==> src/sam_pkg.sv <==
// shared types, constants and opcodes for the suffix automaton matcher
// no dependencies
`default_nettype none
package sam_pkg;
    localparam int MaxText   = 1024;
    localparam int Alphabet  = 26;
    localparam int MaxQuery  = 65536;
    localparam int States    = 2 * MaxText;
    localparam int StW       = $clog2(States);        // state index width
    localparam int LnkW      = StW + 1;               // link width, msb marks none
    localparam int LenW      = 11;
    localparam int PosW      = 16;
    localparam int SymW      = 5;
    localparam int AlphW     = $clog2(Alphabet);
    localparam int TAddrW    = StW + AlphW;           // transition memory address width

    localparam logic [1:0] OP_CLEAR  = 2'd0;
    localparam logic [1:0] OP_APPEND = 2'd1;
    localparam logic [1:0] OP_QUERY  = 2'd2;

    typedef enum logic [4:0] {
        S_IDLE, S_RESP,
        S_CLR,                                  // clearing pass over transitions
        S_CLR_ROOT,                             // clear: root transitions zeroed
        S_A_CHK, S_A_NEWW, S_A_NEWR,            // append: check, alloc new state
        S_A_W1R, S_A_W1T, S_A_W1L,              // first link walk
        S_A_QD, S_A_QDR, S_A_CLN, S_A_CPR, S_A_CPW,
        S_A_W2R, S_A_W2T, S_A_W2L,
        S_Q_T, S_Q_TR, S_Q_WL, S_Q_WT, S_Q_WTR, S_Q_DEP, S_Q_DEPR, S_Q_UPD
    } t_state;

    typedef struct packed {
        t_state st;
    } t_cmd;

    typedef struct packed {
        logic        clr_done;
        logic        cpy_done;
        logic        full;
        logic        sym_bad;
        logic        tr_zero;      // read transition is zero
        logic        tr_eq_q;      // read transition equals q
        logic        link_none;    // walk pointer or its read link is none
        logic        solid;        // depth[q] == depth[c]+1
        logic        hit_direct;   // query transition nonzero
    } t_stat;
endpackage
`default_nettype wire

==> src/sam_ctrl.sv <==
// controller state machine for the suffix automaton matcher
// depends on sam_pkg
`default_nettype none
module sam_ctrl (
    input  wire                   i_clk,
    input  wire                   i_rst_n,
    input  wire                   i_go,
    input  wire [1:0]             i_op,
    input  wire sam_pkg::t_stat   i_stat,
    output sam_pkg::t_cmd         o_cmd,
    output logic                  o_busy,
    output logic                  o_done
);
    sam_pkg::t_state r_st, n_st;

    always_ff @(posedge i_clk) begin
        if (!i_rst_n) r_st <= sam_pkg::S_CLR;
        else          r_st <= n_st;
    end

    always_comb begin
        n_st = r_st;
        case (r_st)
            sam_pkg::S_IDLE: begin
                if (i_go) begin
                    case (i_op)
                        sam_pkg::OP_CLEAR:  n_st = sam_pkg::S_CLR_ROOT;
                        sam_pkg::OP_APPEND: n_st = sam_pkg::S_A_CHK;
                        sam_pkg::OP_QUERY:  n_st = sam_pkg::S_Q_T;
                        default:            n_st = sam_pkg::S_RESP;
                    endcase
                end
            end
            sam_pkg::S_RESP:   n_st = sam_pkg::S_IDLE;
            sam_pkg::S_CLR:    if (i_stat.clr_done) n_st = sam_pkg::S_IDLE;
            sam_pkg::S_CLR_ROOT: if (i_stat.clr_done) n_st = sam_pkg::S_RESP;
            sam_pkg::S_A_CHK:
                if (i_stat.sym_bad || i_stat.full) n_st = sam_pkg::S_RESP;
                else n_st = sam_pkg::S_A_NEWW;
            sam_pkg::S_A_NEWW: if (i_stat.clr_done) n_st = sam_pkg::S_A_W1R;
            sam_pkg::S_A_NEWR: n_st = sam_pkg::S_A_W1R;
            sam_pkg::S_A_W1R:  n_st = sam_pkg::S_A_W1T;
            sam_pkg::S_A_W1T:  n_st = i_stat.tr_zero ? sam_pkg::S_A_W1L : sam_pkg::S_A_QD;
            sam_pkg::S_A_W1L:  n_st = i_stat.link_none ? sam_pkg::S_RESP : sam_pkg::S_A_W1R;
            sam_pkg::S_A_QD:   n_st = sam_pkg::S_A_QDR;
            sam_pkg::S_A_QDR:  n_st = i_stat.solid ? sam_pkg::S_RESP : sam_pkg::S_A_CLN;
            sam_pkg::S_A_CLN:  n_st = sam_pkg::S_A_CPR;
            sam_pkg::S_A_CPR:  n_st = sam_pkg::S_A_CPW;
            sam_pkg::S_A_CPW:  n_st = i_stat.cpy_done ? sam_pkg::S_A_W2R : sam_pkg::S_A_CPR;
            sam_pkg::S_A_W2R:  n_st = sam_pkg::S_A_W2T;
            sam_pkg::S_A_W2T:  n_st = i_stat.tr_eq_q ? sam_pkg::S_A_W2L : sam_pkg::S_RESP;
            sam_pkg::S_A_W2L:  n_st = i_stat.link_none ? sam_pkg::S_RESP : sam_pkg::S_A_W2R;
            sam_pkg::S_Q_T:
                n_st = i_stat.sym_bad ? sam_pkg::S_Q_UPD : sam_pkg::S_Q_TR;
            sam_pkg::S_Q_TR:
                n_st = i_stat.hit_direct ? sam_pkg::S_Q_UPD : sam_pkg::S_Q_WL;
            sam_pkg::S_Q_WL:   n_st = i_stat.link_none ? sam_pkg::S_Q_UPD : sam_pkg::S_Q_WT;
            sam_pkg::S_Q_WT:   n_st = sam_pkg::S_Q_WTR;
            sam_pkg::S_Q_WTR:  n_st = i_stat.tr_zero ? sam_pkg::S_Q_WL : sam_pkg::S_Q_DEP;
            sam_pkg::S_Q_DEP:  n_st = sam_pkg::S_Q_DEPR;
            sam_pkg::S_Q_DEPR: n_st = sam_pkg::S_Q_UPD;
            sam_pkg::S_Q_UPD:  n_st = sam_pkg::S_RESP;
            default:           n_st = sam_pkg::S_IDLE;
        endcase
    end

    always_comb begin
        o_cmd.st = r_st;
        o_busy   = (r_st != sam_pkg::S_IDLE);
        o_done   = (r_st == sam_pkg::S_RESP);
    end
endmodule
`default_nettype wire

==> config.mk <==
export PLATFORM = sky130hd
export DESIGN_NAME = sam_ctrl
export DESIGN_NICKNAME = d
export VERILOG_FILES = /design/src/sam_pkg.sv /design/src/sam_ctrl.sv
export SDC_FILE = /design/constraint.sdc
export NUM_CORES = 1
export LEC_CHECK = 0
export ABC_AREA = 1
export BUFFER_PORTS_ARGS = -buffer_cell sky130_fd_sc_hd__buf_2
export CAP_MARGIN = 40
export CORE_UTILIZATION = 51
export CTS_CLUSTER_DIAMETER = 200
export DETAILED_ROUTE_END_ITERATION = 8
export PLACE_DENSITY = 0.78
export SLEW_MARGIN = 20
export SYNTH_ARGS = -nofsm -noshare
export SYNTH_HDL_FRONTEND = slang
export SYNTH_SLANG_ARGS = --single-unit
==> constraint.sdc <==
create_clock -name i_clk -period 1.74 [get_ports i_clk]
set_input_delay 0.087 -clock i_clk [delete_from_list [all_inputs] [get_ports i_clk]]
set_output_delay 0.087 -clock i_clk [all_outputs]
set_load 0.01 [all_outputs]
==> results.sh, run 1 <==
export IMPL_yosys_warnings=0
export IMPL_crit_family="simple AND/OR/NAND/NOR gates"
export IMPL_dieHeight_um=40.8
export IMPL_wl_mm=2.42
export IMPL_grt_pass1_vias=895
export IMPL_reg2reg_slack_ns=0.16
export IMPL_hpwlAfterDp_mm=1.89
export IMPL_min_period_ns=1.58
export IMPL_crit_slowest_cell="dfxtp_1"
export IMPL_synth_fp_nets=160
export IMPL_worstReg2RegEnd="o_cmd[2]"
export IMPL_path_buf_inv=1
export IMPL_drt_pass1_iter_count=5
export IMPL_largest_reg_flops=5
export IMPL_tritoncts="built"
export IMPL_r2r_start="o_cmd[3]"
export IMPL_die_x_um=40.8
export IMPL_grt_pass1_wl_mm=3.68
export IMPL_vias=1069
export IMPL_antenna_found_initial=0
export IMPL_slew_violations=0
export IMPL_drc=0
export IMPL_worstPathRequired_ns=1.91
export IMPL_ctsResizeCount=0
export IMPL_critPathKind="reg -> reg"
export IMPL_num_rows=13
export IMPL_port_buffers=20
export IMPL_crit_path_start_kind="flop"
export IMPL_crit_fanout=8
export IMPL_place_area_um2=905
export IMPL_ant_nets=0
export IMPL_n_antenna_cell=0
export IMPL_holdPathEnd="o_cmd[0]"
export IMPL_arrival_ns=1.75
export IMPL_clk_path_buf_depth=2
export IMPL_power_density_nw_per_um2=819
export IMPL_final_area_um2=932
export IMPL_cts_clk_slew_worst_paths_ns=0.05
export IMPL_crit_chain="inv_1 > nor2_2 > nand3_1 > o21ai_1 > nor2_1 > nand3_1 > nand2_1 > a21oi_1"
export IMPL_setup_ws_ns=0.156
export IMPL_synth_seq_cells=5
export IMPL_routedWlPerCell_um=13.2
export IMPL_final_setup_viol_count=0
export IMPL_numCtsBuffers=3
export IMPL_synth_area_per_cell_um2=5.40
export IMPL_synth_enable_flop_cells=0
export IMPL_post_route_period_util=0.911
export IMPL_htreeDepth=1
export IMPL_finalHoldViolations=0
export IMPL_slew_headroom=0.753
export IMPL_fin_total_pwr_w=0.000763
export IMPL_hold_class="in -> reg"
export IMPL_gr_total_overflow=0
export IMPL_reg2regPathDepth=8
export IMPL_final_core_util=0.690
export IMPL_cts_setup_buffers=0
export IMPL_min_from="i_rst_n"
export IMPL_fin_nets=187
export IMPL_pre_cts_ws_ns=0.214
export IMPL_ys_seq_area_frac=0.131
export IMPL_vdd_drop_max_v=0.000514
export IMPL_hold_depth=3
export IMPL_syn2layout_area_growth_pct=21.5
export IMPL_place_gp_congestion=1.09
export IMPL_clock_latency_ns=0.24
export IMPL_max_freq_ghz=0.631
export IMPL_cts_sinks=5
export IMPL_skew_ns=0.00351
export IMPL_crit_top_cell="nand3_1"
export IMPL_fillers=127
export IMPL_coreArea_um2=1350
export IMPL_drtIter0Drc=97
export IMPL_grt_max_degree=13
export IMPL_via_per_inst=5.84
export IMPL_ys_flop_type="dfxtp_1"
export IMPL_dieArea_um2=1660
export IMPL_track_usage=0.329
export IMPL_tns_ns=0
export IMPL_rsz0062_at_grt="no"
export IMPL_p_leak_nw=0.507
export IMPL_start_util=0.568
export IMPL_io_pins=21
export IMPL_drv_cap=0
export IMPL_synth_cell_area_um2=767
export IMPL_syn_inst=142
export IMPL_worst_slew_pin_slew_ns=0.371
export IMPL_drive_above_1_share=0.244
export IMPL_postCtsHoldBufs=0
export IMPL_critical_path_max_stage_delay_ns=0.40
export IMPL_async_flop_share=0
export IMPL_synth_distinct_cells=26
export IMPL_end_kind="flop"
export IMPL_clockRootBuffer="clkbuf_4"
export IMPL_status="finished clean"
cell usage in the layout (no fill, tap or decap):
cell	instances
ha_1	4
nor3_1	5
nand4_1	3
nand2_2	1
nor2_2	2
clkbuf_4	3
a21oi_1	4
a211oi_1	1
nand3_1	22
or2_0	1
and3_1	1
inv_2	6
inv_1	13
o21ai_2	1
a31oi_1	1
nand2_1	37
o21bai_1	1
buf_4	4
nand2_4	1
nor2_1	20
dfxtp_1	4
nand3b_1	1
nor2_4	2
o21ai_0	5
o2111ai_1	1
clkbuf_1	1
o21ai_1	2
dfxtp_2	1
buf_2	20
worst min-delay path: cells and delay by family:
kind | cells | cell delay, ns
buffers and inverters | 2 | 0.15
AOI/OAI and AO/OA | 1 | 0.11
worst max-delay path by stage:
stage / start / endpoint / slack [ns] / cells after the start
2_1_floorplan: o_cmd[1] / o_cmd[0] / 0.30 / 10
3_3_place_gp: o_cmd[0] / o_cmd[2] / 0.23 / 8
3_5_place_dp: o_cmd[3] / o_cmd[2] / 0.21 / 8
4_1_cts: o_cmd[0] / o_cmd[2] / 0.20 / 8
5_1_grt: o_cmd[3] / o_cmd[2] / 0.007 / 8
6_report: o_cmd[3] / o_cmd[2] / 0.16 / 8
synth_stat cells, types with 2 or more instances:
| cell | n | area share |
|---|---|---|
| nand2_1 | 37 | 0.18 |
| nand3_1 | 22 | 0.14 |
| nor2_1 | 20 | 0.098 |
| inv_1 | 13 | 0.064 |
| inv_2 | 6 | 0.029 |
| dfxtp_1 | 5 | 0.13 |
| nor3_1 | 5 | 0.033 |
| o21ai_0 | 5 | 0.033 |
| a21oi_1 | 4 | 0.026 |
| ha_1 | 4 | 0.065 |
| nand4_1 | 3 | 0.024 |
| nor2_2 | 2 | 0.016 |
| nor2_4 | 2 | 0.029 |
| o21ai_1 | 2 | 0.013 |
where the power goes:
group	switching [W]	internal, W	leakage (nW)
Sequential	0.0000393	0.000136	0.0413
Clock	0.0000496	0.0000868	0.0150
Combinational	0.000300	0.000152	0.451
Total	0.000389	0.000374	0.507
cells by family (layout without fill, tap and decap cells):
group	Yosys count	in the layout	share of synthesized area
and+or+nand+nor	96	96	0.574
buffers and inverters	21	47	0.108
AOI/OAI and AO/OA	16	16	0.122
DFF	5	5	0.131
adders and majority gates	4	4	0.0653
per-stage QoR:
step / cells / hold WS [ns]
global route: 183 / 0.195
floorplan: 142 / 0.260
finish: 183 / 0.147
global placement: 179 / 0.370
CTS: 183 / 0.150
detailed placement: 179 / 0.396
final cells by class:
| cell class | instances | area, µm² | area share |
|---|---|---|---|
| inverters | 19 | 71.3 | 0.0765 |
| well taps | 15 | 18.8 | 0.0201 |
| multi-input cells | 116 | 584 | 0.627 |
| repair buffers | 24 | 130 | 0.140 |
| clock buffers | 4 | 26.3 | 0.0282 |
| flip-flops and latches | 5 | 101 | 0.109 |
metal layers:
metal | vias to the layer above | part of all wire | GRT usage
li1 | 521 | - | -
met1 | 449 | 0.39 | 0.411
met2 | 91 | 0.48 | 0.559
met3 | 8 | 0.11 | 0.0380
met4 | 0 | 0.024 | 0.142
met5 | - | 0 | 0
Note: power is estimated with default switching activity, not from simulation.
==> inputs of run 2 (changes only) <==
--- a/config.mk
+++ b/config.mk
@@ -9,9 +9,11 @@
 export BUFFER_PORTS_ARGS = -buffer_cell sky130_fd_sc_hd__buf_2
 export CAP_MARGIN = 40
 export CORE_UTILIZATION = 51
+export CTS_BUF_LIST = sky130_fd_sc_hd__clkbuf_16
 export CTS_CLUSTER_DIAMETER = 200
 export DETAILED_ROUTE_END_ITERATION = 8
 export PLACE_DENSITY = 0.78
+export SKIP_LAST_GASP = 1
 export SLEW_MARGIN = 20
 export SYNTH_ARGS = -nofsm -noshare
 export SYNTH_HDL_FRONTEND = slang
==> results.sh, run 2 (same netlist as run 1, synthesis figures left out) <==
export IMPL_status="finished clean"
export IMPL_crit_fanout=6
export IMPL_routedWlPerCell_um=13.8
export IMPL_r2r_start="o_cmd[1]"
export IMPL_placed_cells=179
export IMPL_final_area_um2=988
export IMPL_hold_depth=3
export IMPL_final_cell_mix="37 x nand2_1, 22 x nand3_1, 20 x nor2_1, 20 x buf_2, 14 x inv_1"
export IMPL_coreArea_um2=1350
export IMPL_drive_above_1_share=0.238
export IMPL_ant_nets=0
export IMPL_slew_violations=0
export IMPL_final_setup_viol_count=0
export IMPL_drt_pass1_iter_count=7
export IMPL_largest_reg_flops=5
export IMPL_end_kind="flop"
export IMPL_tritoncts="built"
export IMPL_stdcell_count=183
export IMPL_final_common_cell="nand2_1"
export IMPL_crit_chain="inv_1 > nand3_1 > nand2_1 > nand2_1 > o21ai_1 > nor3_1 > nand3_1 > nand2_1 > nand2_1"
export IMPL_grt_pass1_wl_mm=3.81
export IMPL_drv_cap=0
export IMPL_cts_clk_slew_worst_paths_ns=0.03
export IMPL_postCtsHoldBufs=0
export IMPL_use_met3=0.0652
export IMPL_syn2layout_area_growth_pct=28.9
export IMPL_power_density_nw_per_um2=1020
export IMPL_min_from="i_rst_n"
export IMPL_wl_mm=2.53
export IMPL_grt_use_met2=0.566
export IMPL_place_area_um2=905
export IMPL_io_pins=21
export IMPL_worst_slew_pin_slew_ns=0.378
export IMPL_grt_max_degree=13
export IMPL_reg2regPathDepth=9
export IMPL_drtIter0Drc=74
export IMPL_min_period_ns=1.61
export IMPL_vdd_drop_max_v=0.000579
export IMPL_crit_slowest_cell="dfxtp_1"
export IMPL_via_per_inst=5.84
export IMPL_antenna_found_initial=0
export IMPL_crit_path_start_kind="flop"
export IMPL_top_usage_layer="met2"
export IMPL_n_antenna_cell=0
export IMPL_clockRootBuffer="clkbuf_16"
export IMPL_die_x_um=40.8
export IMPL_num_rows=13
export IMPL_grtUsageMet1=0.421
export IMPL_max_freq_ghz=0.622
export IMPL_track_usage=0.349
export IMPL_clk_path_buf_depth=2
export IMPL_gr_total_overflow=0
export IMPL_vias=1069
export IMPL_fin_nets=187
export IMPL_crit_family="simple AND/OR/NAND/NOR gates"
export IMPL_dieHeight_um=40.8
export IMPL_crit_top_cell="nand2_1"
export IMPL_start_util=0.568
export IMPL_worstPathRequired_ns=1.86
export IMPL_hpwlAfterDp_mm=1.89
export IMPL_p_leak_nw=0.534
export IMPL_slew_headroom=0.747
export IMPL_clock_latency_ns=0.23
export IMPL_grt_pass1_vias=905
export IMPL_critPathKind="reg -> reg"
export IMPL_place_gp_congestion=1.09
export IMPL_numCtsBuffers=3
export IMPL_cts_sinks=5
export IMPL_finalHoldViolations=0
export IMPL_rsz0062_at_grt="no"
export IMPL_post_route_period_util=0.924
export IMPL_drc=0
export IMPL_htreeDepth=1
export IMPL_dieArea_um2=1660
export IMPL_arrival_ns=1.73
export IMPL_critical_path_max_stage_delay_ns=0.49
export IMPL_whs_ns=0.180
export IMPL_hold_class="in -> reg"
export IMPL_port_buffers=20
export IMPL_startpoint="o_cmd[1]"
export IMPL_skew_ns=0.000648
export IMPL_tns_ns=0
export IMPL_worst_path_stages=9
export IMPL_path_buf_inv=1
run 2: tightest hold or removal path, stage by stage:
cell and delay [ns]:
buf_2 0.07, inv_1 0.09, a21oi_1 0.12
run 2: per-layer routing:
metal | share of wire | wire length [µm]
met1 | 0.38 | 952
met2 | 0.48 | 1200
met3 | 0.10 | 256
met4 | 0.046 | 116
met5 | 0 | 0
run 2: path summary, 6_finish.rpt:
| path | endpoint | slack [ns] |
|---|---|---|
| setup / recovery | o_cmd[1] | 0.13 |
| hold / removal | o_cmd[0] | 0.18 |
| setup reg to reg | o_cmd[1] | 0.13 |
| hold reg to reg | o_cmd[0] | 0.60 |
run 2: what timing repair did:
action	in CTS	in global routing
endpoints found under the setup margin	0	1
setup buffers	0	0
resized for setup	0	1
run 2: per-stage QoR:
| stage | util | total power [W] | setup WS (ns) |
|---|---|---|---|
| floorplan | - | 0.000480 | 0.303 |
| global placement | 0.670 | 0.000609 | 0.230 |
| detailed placement | 0.670 | 0.000612 | 0.214 |
| CTS | 0.728 | 0.00100 | 0.194 |
| global route | 0.732 | 0.00108 | 0.0304 |
| finish | 0.732 | 0.00101 | 0.131 |
run 2: where the power goes:
part           internal, W  leakage [nW]  switching [W]
Combinational     0.000152         0.451       0.000304
Clock             0.000298        0.0423      0.0000827
Sequential        0.000135        0.0408      0.0000387
Total             0.000585         0.534       0.000425
run 2: area by class of cell:
| class | count | area (µm²) |
|---|---|---|
| Tap cell | 15 | 18.8 |
| Multi-Input combinational cell | 116 | 589 |
| Fill cell | 108 | 362 |
| Clock inverter | 1 | 3.75 |
| Timing Repair Buffer | 24 | 130 |
| Inverter | 19 | 71.3 |
| Clock buffer | 3 | 75.1 |
| Sequential cell | 5 | 100 |
==> inputs of run 3 (changes only) <==
--- a/config.mk
+++ b/config.mk
@@ -8,11 +8,11 @@
 export ABC_AREA = 1
 export BUFFER_PORTS_ARGS = -buffer_cell sky130_fd_sc_hd__buf_2
 export CAP_MARGIN = 40
-export CORE_UTILIZATION = 51
-export CTS_BUF_LIST = sky130_fd_sc_hd__clkbuf_16
+export CORE_UTILIZATION = 53
+export CTS_BUF_LIST = sky130_fd_sc_hd__clkbuf_8
 export CTS_CLUSTER_DIAMETER = 200
 export DETAILED_ROUTE_END_ITERATION = 8
-export PLACE_DENSITY = 0.78
+export PLACE_DENSITY = 0.81
 export SKIP_LAST_GASP = 1
 export SLEW_MARGIN = 20
 export SYNTH_ARGS = -nofsm -noshare
==> results.sh, run 3 (same netlist as run 1, synthesis figures left out) <==
export IMPL_finalHoldViolations=0
export IMPL_track_usage=0.314
export IMPL_final_core_util=0.709
export IMPL_postCtsHoldBufs=0
export IMPL_via_per_inst=5.60
export IMPL_antenna_found_initial=0
export IMPL_clock_latency_ns=0.23
export IMPL_worstPathRequired_ns=1.86
export IMPL_skew_ns=0.00660
export IMPL_power_density_nw_per_um2=869
export IMPL_numCtsBuffers=3
export IMPL_vdd_drop_max_v=0.000550
export IMPL_syn2layout_area_growth_pct=21.9
export IMPL_final_common_cell="nand2_1"
export IMPL_slew_headroom=0.737
export IMPL_gr_total_overflow=0
export IMPL_vias=1013
export IMPL_die_x_um=40.0
export IMPL_swShare=0.475
export IMPL_wl_mm=2.12
export IMPL_drive_above_1_share=0.229
export IMPL_power_frac_seq=0.222
export IMPL_whs_ns=0.136
export IMPL_min_from="i_rst_n"
export IMPL_final_area_um2=935
export IMPL_net_switching_power_w=0.000386
export IMPL_critPathKind="reg -> reg"
export IMPL_drv_cap=0
export IMPL_clockRootBuffer="clkbuf_8"
export IMPL_startpoint="o_cmd[1]"
export IMPL_hpwlAfterDp_mm=1.71
export IMPL_largest_reg_flops=5
export IMPL_routedWlPerCell_um=11.7
export IMPL_p_leak_nw=0.508
export IMPL_fillers=135
export IMPL_r2r_start="o_cmd[1]"
export IMPL_dieArea_um2=1600
export IMPL_drt_pass1_iter_count=4
export IMPL_grt_max_degree=16
export IMPL_final_setup_viol_count=0
export IMPL_status="finished clean"
export IMPL_place_gp_congestion=0.962
export IMPL_port_buffers=20
export IMPL_ctsResizeCount=0
export IMPL_crit_slowest_cell="dfxtp_1"
export IMPL_dieHeight_um=40.0
export IMPL_post_route_period_util=0.942
export IMPL_arrival_ns=1.76
export IMPL_drc=0
export IMPL_placed_cells=177
export IMPL_final_cell_mix="37 x nand2_1, 22 x nand3_1, 20 x nor2_1, 20 x buf_2, 14 x inv_1"
export IMPL_crit_chain="inv_1 > nand3_1 > nand2_1 > nand2_1 > o21ai_1 > nor3_1 > nand3_1 > nand2_1 > nand2_1"
export IMPL_io_pins=21
export IMPL_rsz0062_at_grt="no"
export IMPL_grt_pass1_wl_mm=3.33
export IMPL_fin_nets=185
export IMPL_slew_violations=0
export IMPL_stdcell_count=181
export IMPL_tns_ns=0
export IMPL_clk_path_buf_depth=2
export IMPL_drtIter0Drc=38
export IMPL_path_buf_inv=1
export IMPL_max_freq_ghz=0.610
export IMPL_worst_slew_pin_slew_ns=0.393
export IMPL_coreArea_um2=1320
export IMPL_critical_path_max_stage_delay_ns=0.55
export IMPL_n_antenna_cell=0
export IMPL_comb_power_share=0.516
export IMPL_crit_top_cell="nand2_1"
export IMPL_grt_pass1_vias=807
export IMPL_crit_family="simple AND/OR/NAND/NOR gates"
export IMPL_tritoncts="built"
export IMPL_min_period_ns=1.64
export IMPL_end_kind="flop"
export IMPL_intPower_w=0.000427
export IMPL_crit_fanout=10
export IMPL_num_rows=13
export IMPL_start_util=0.582
export IMPL_htreeDepth=1
export IMPL_cts_clk_slew_worst_paths_ns=0.04
export IMPL_place_area_um2=890
export IMPL_ant_nets=0
export IMPL_cts_setup_buffers=0
export IMPL_crit_path_start_kind="flop"
export IMPL_cts_sinks=5
export IMPL_hold_class="in -> reg"
export IMPL_power_share_clock=0.262
==> run 3: cell types whose count changed in the layout (fill, tap and decap cells not counted) <==
| cell | previous run | this run |
|---|---|---|
| nor2_2 | 1 | 2 |
| clkbuf_8 | 0 | 3 |
| buf_4 | 4 | 2 |
| clkbuf_16 | 3 | 0 |
| nor2_4 | 3 | 2 |
==> run 3: area by class of cell <==
class / count / area [µm²] / area share
clock buffer: 3 / 41.3 / 0.0442
clock inverter: 1 / 3.75 / 0.00402
inverter: 19 / 71.3 / 0.0763
multi-input combinational: 116 / 584 / 0.625
sequential: 5 / 100 / 0.107
tap: 15 / 18.8 / 0.0201
timing repair buffer: 22 / 115 / 0.123
==> run 3: worst paths after layout <==
| kind | to | slack [ns] | cells after the start |
|---|---|---|---|
| setup / recovery | o_cmd[1] | 0.10 | 9 |
| hold reg to reg | o_cmd[2] | 0.57 | 2 |
| hold / removal | o_cmd[4] | 0.14 | 3 |
| setup reg to reg | o_cmd[1] | 0.10 | 9 |
==> run 3: power groups by stage <==
stage	Clock (W)	Sequential [W]	Combinational (W)
floorplan	0	0.000172	0.000308
global placement	0	0.000178	0.000415
detailed placement	0	0.000181	0.000412
CTS	0.000215	0.000179	0.000414
global route	0.000229	0.000184	0.000470
finish	0.000213	0.000181	0.000419
==> run 3: metal layers <==
| metal | track usage | up-vias | share of wire | routed length [µm] |
|---|---|---|---|---|
| li1 | - | 513 | - | - |
| met1 | 0.394 | 427 | 0.43 | 899 |
| met2 | 0.488 | 63 | 0.44 | 941 |
| met3 | 0.0667 | 10 | 0.093 | 196 |
| met4 | 0.181 | 0 | 0.036 | 77 |
| met5 | 0 | - | 0 | 0 |
==> run 3: worst register-to-register path, cell delays in order, from the launching register on <==
cell and delay (ns):
dfxtp_1 0.55, inv_1 0.17, nand3_1 0.18, nand2_1 0.07, nand2_1 0.08, o21ai_1 0.10, nor3_1 0.15, nand3_1 0.10
nand2_1 0.07, nand2_1 0.05
==> run 3: through the flow <==
step / worst slack [ns] / total power (W)
2_1_floorplan: 0.303 / 0.000480
3_3_place_gp: 0.201 / 0.000593
3_5_place_dp: 0.152 / 0.000593
4_1_cts: 0.146 / 0.000809
5_1_grt: 0.0102 / 0.000883
6_report: 0.102 / 0.000812
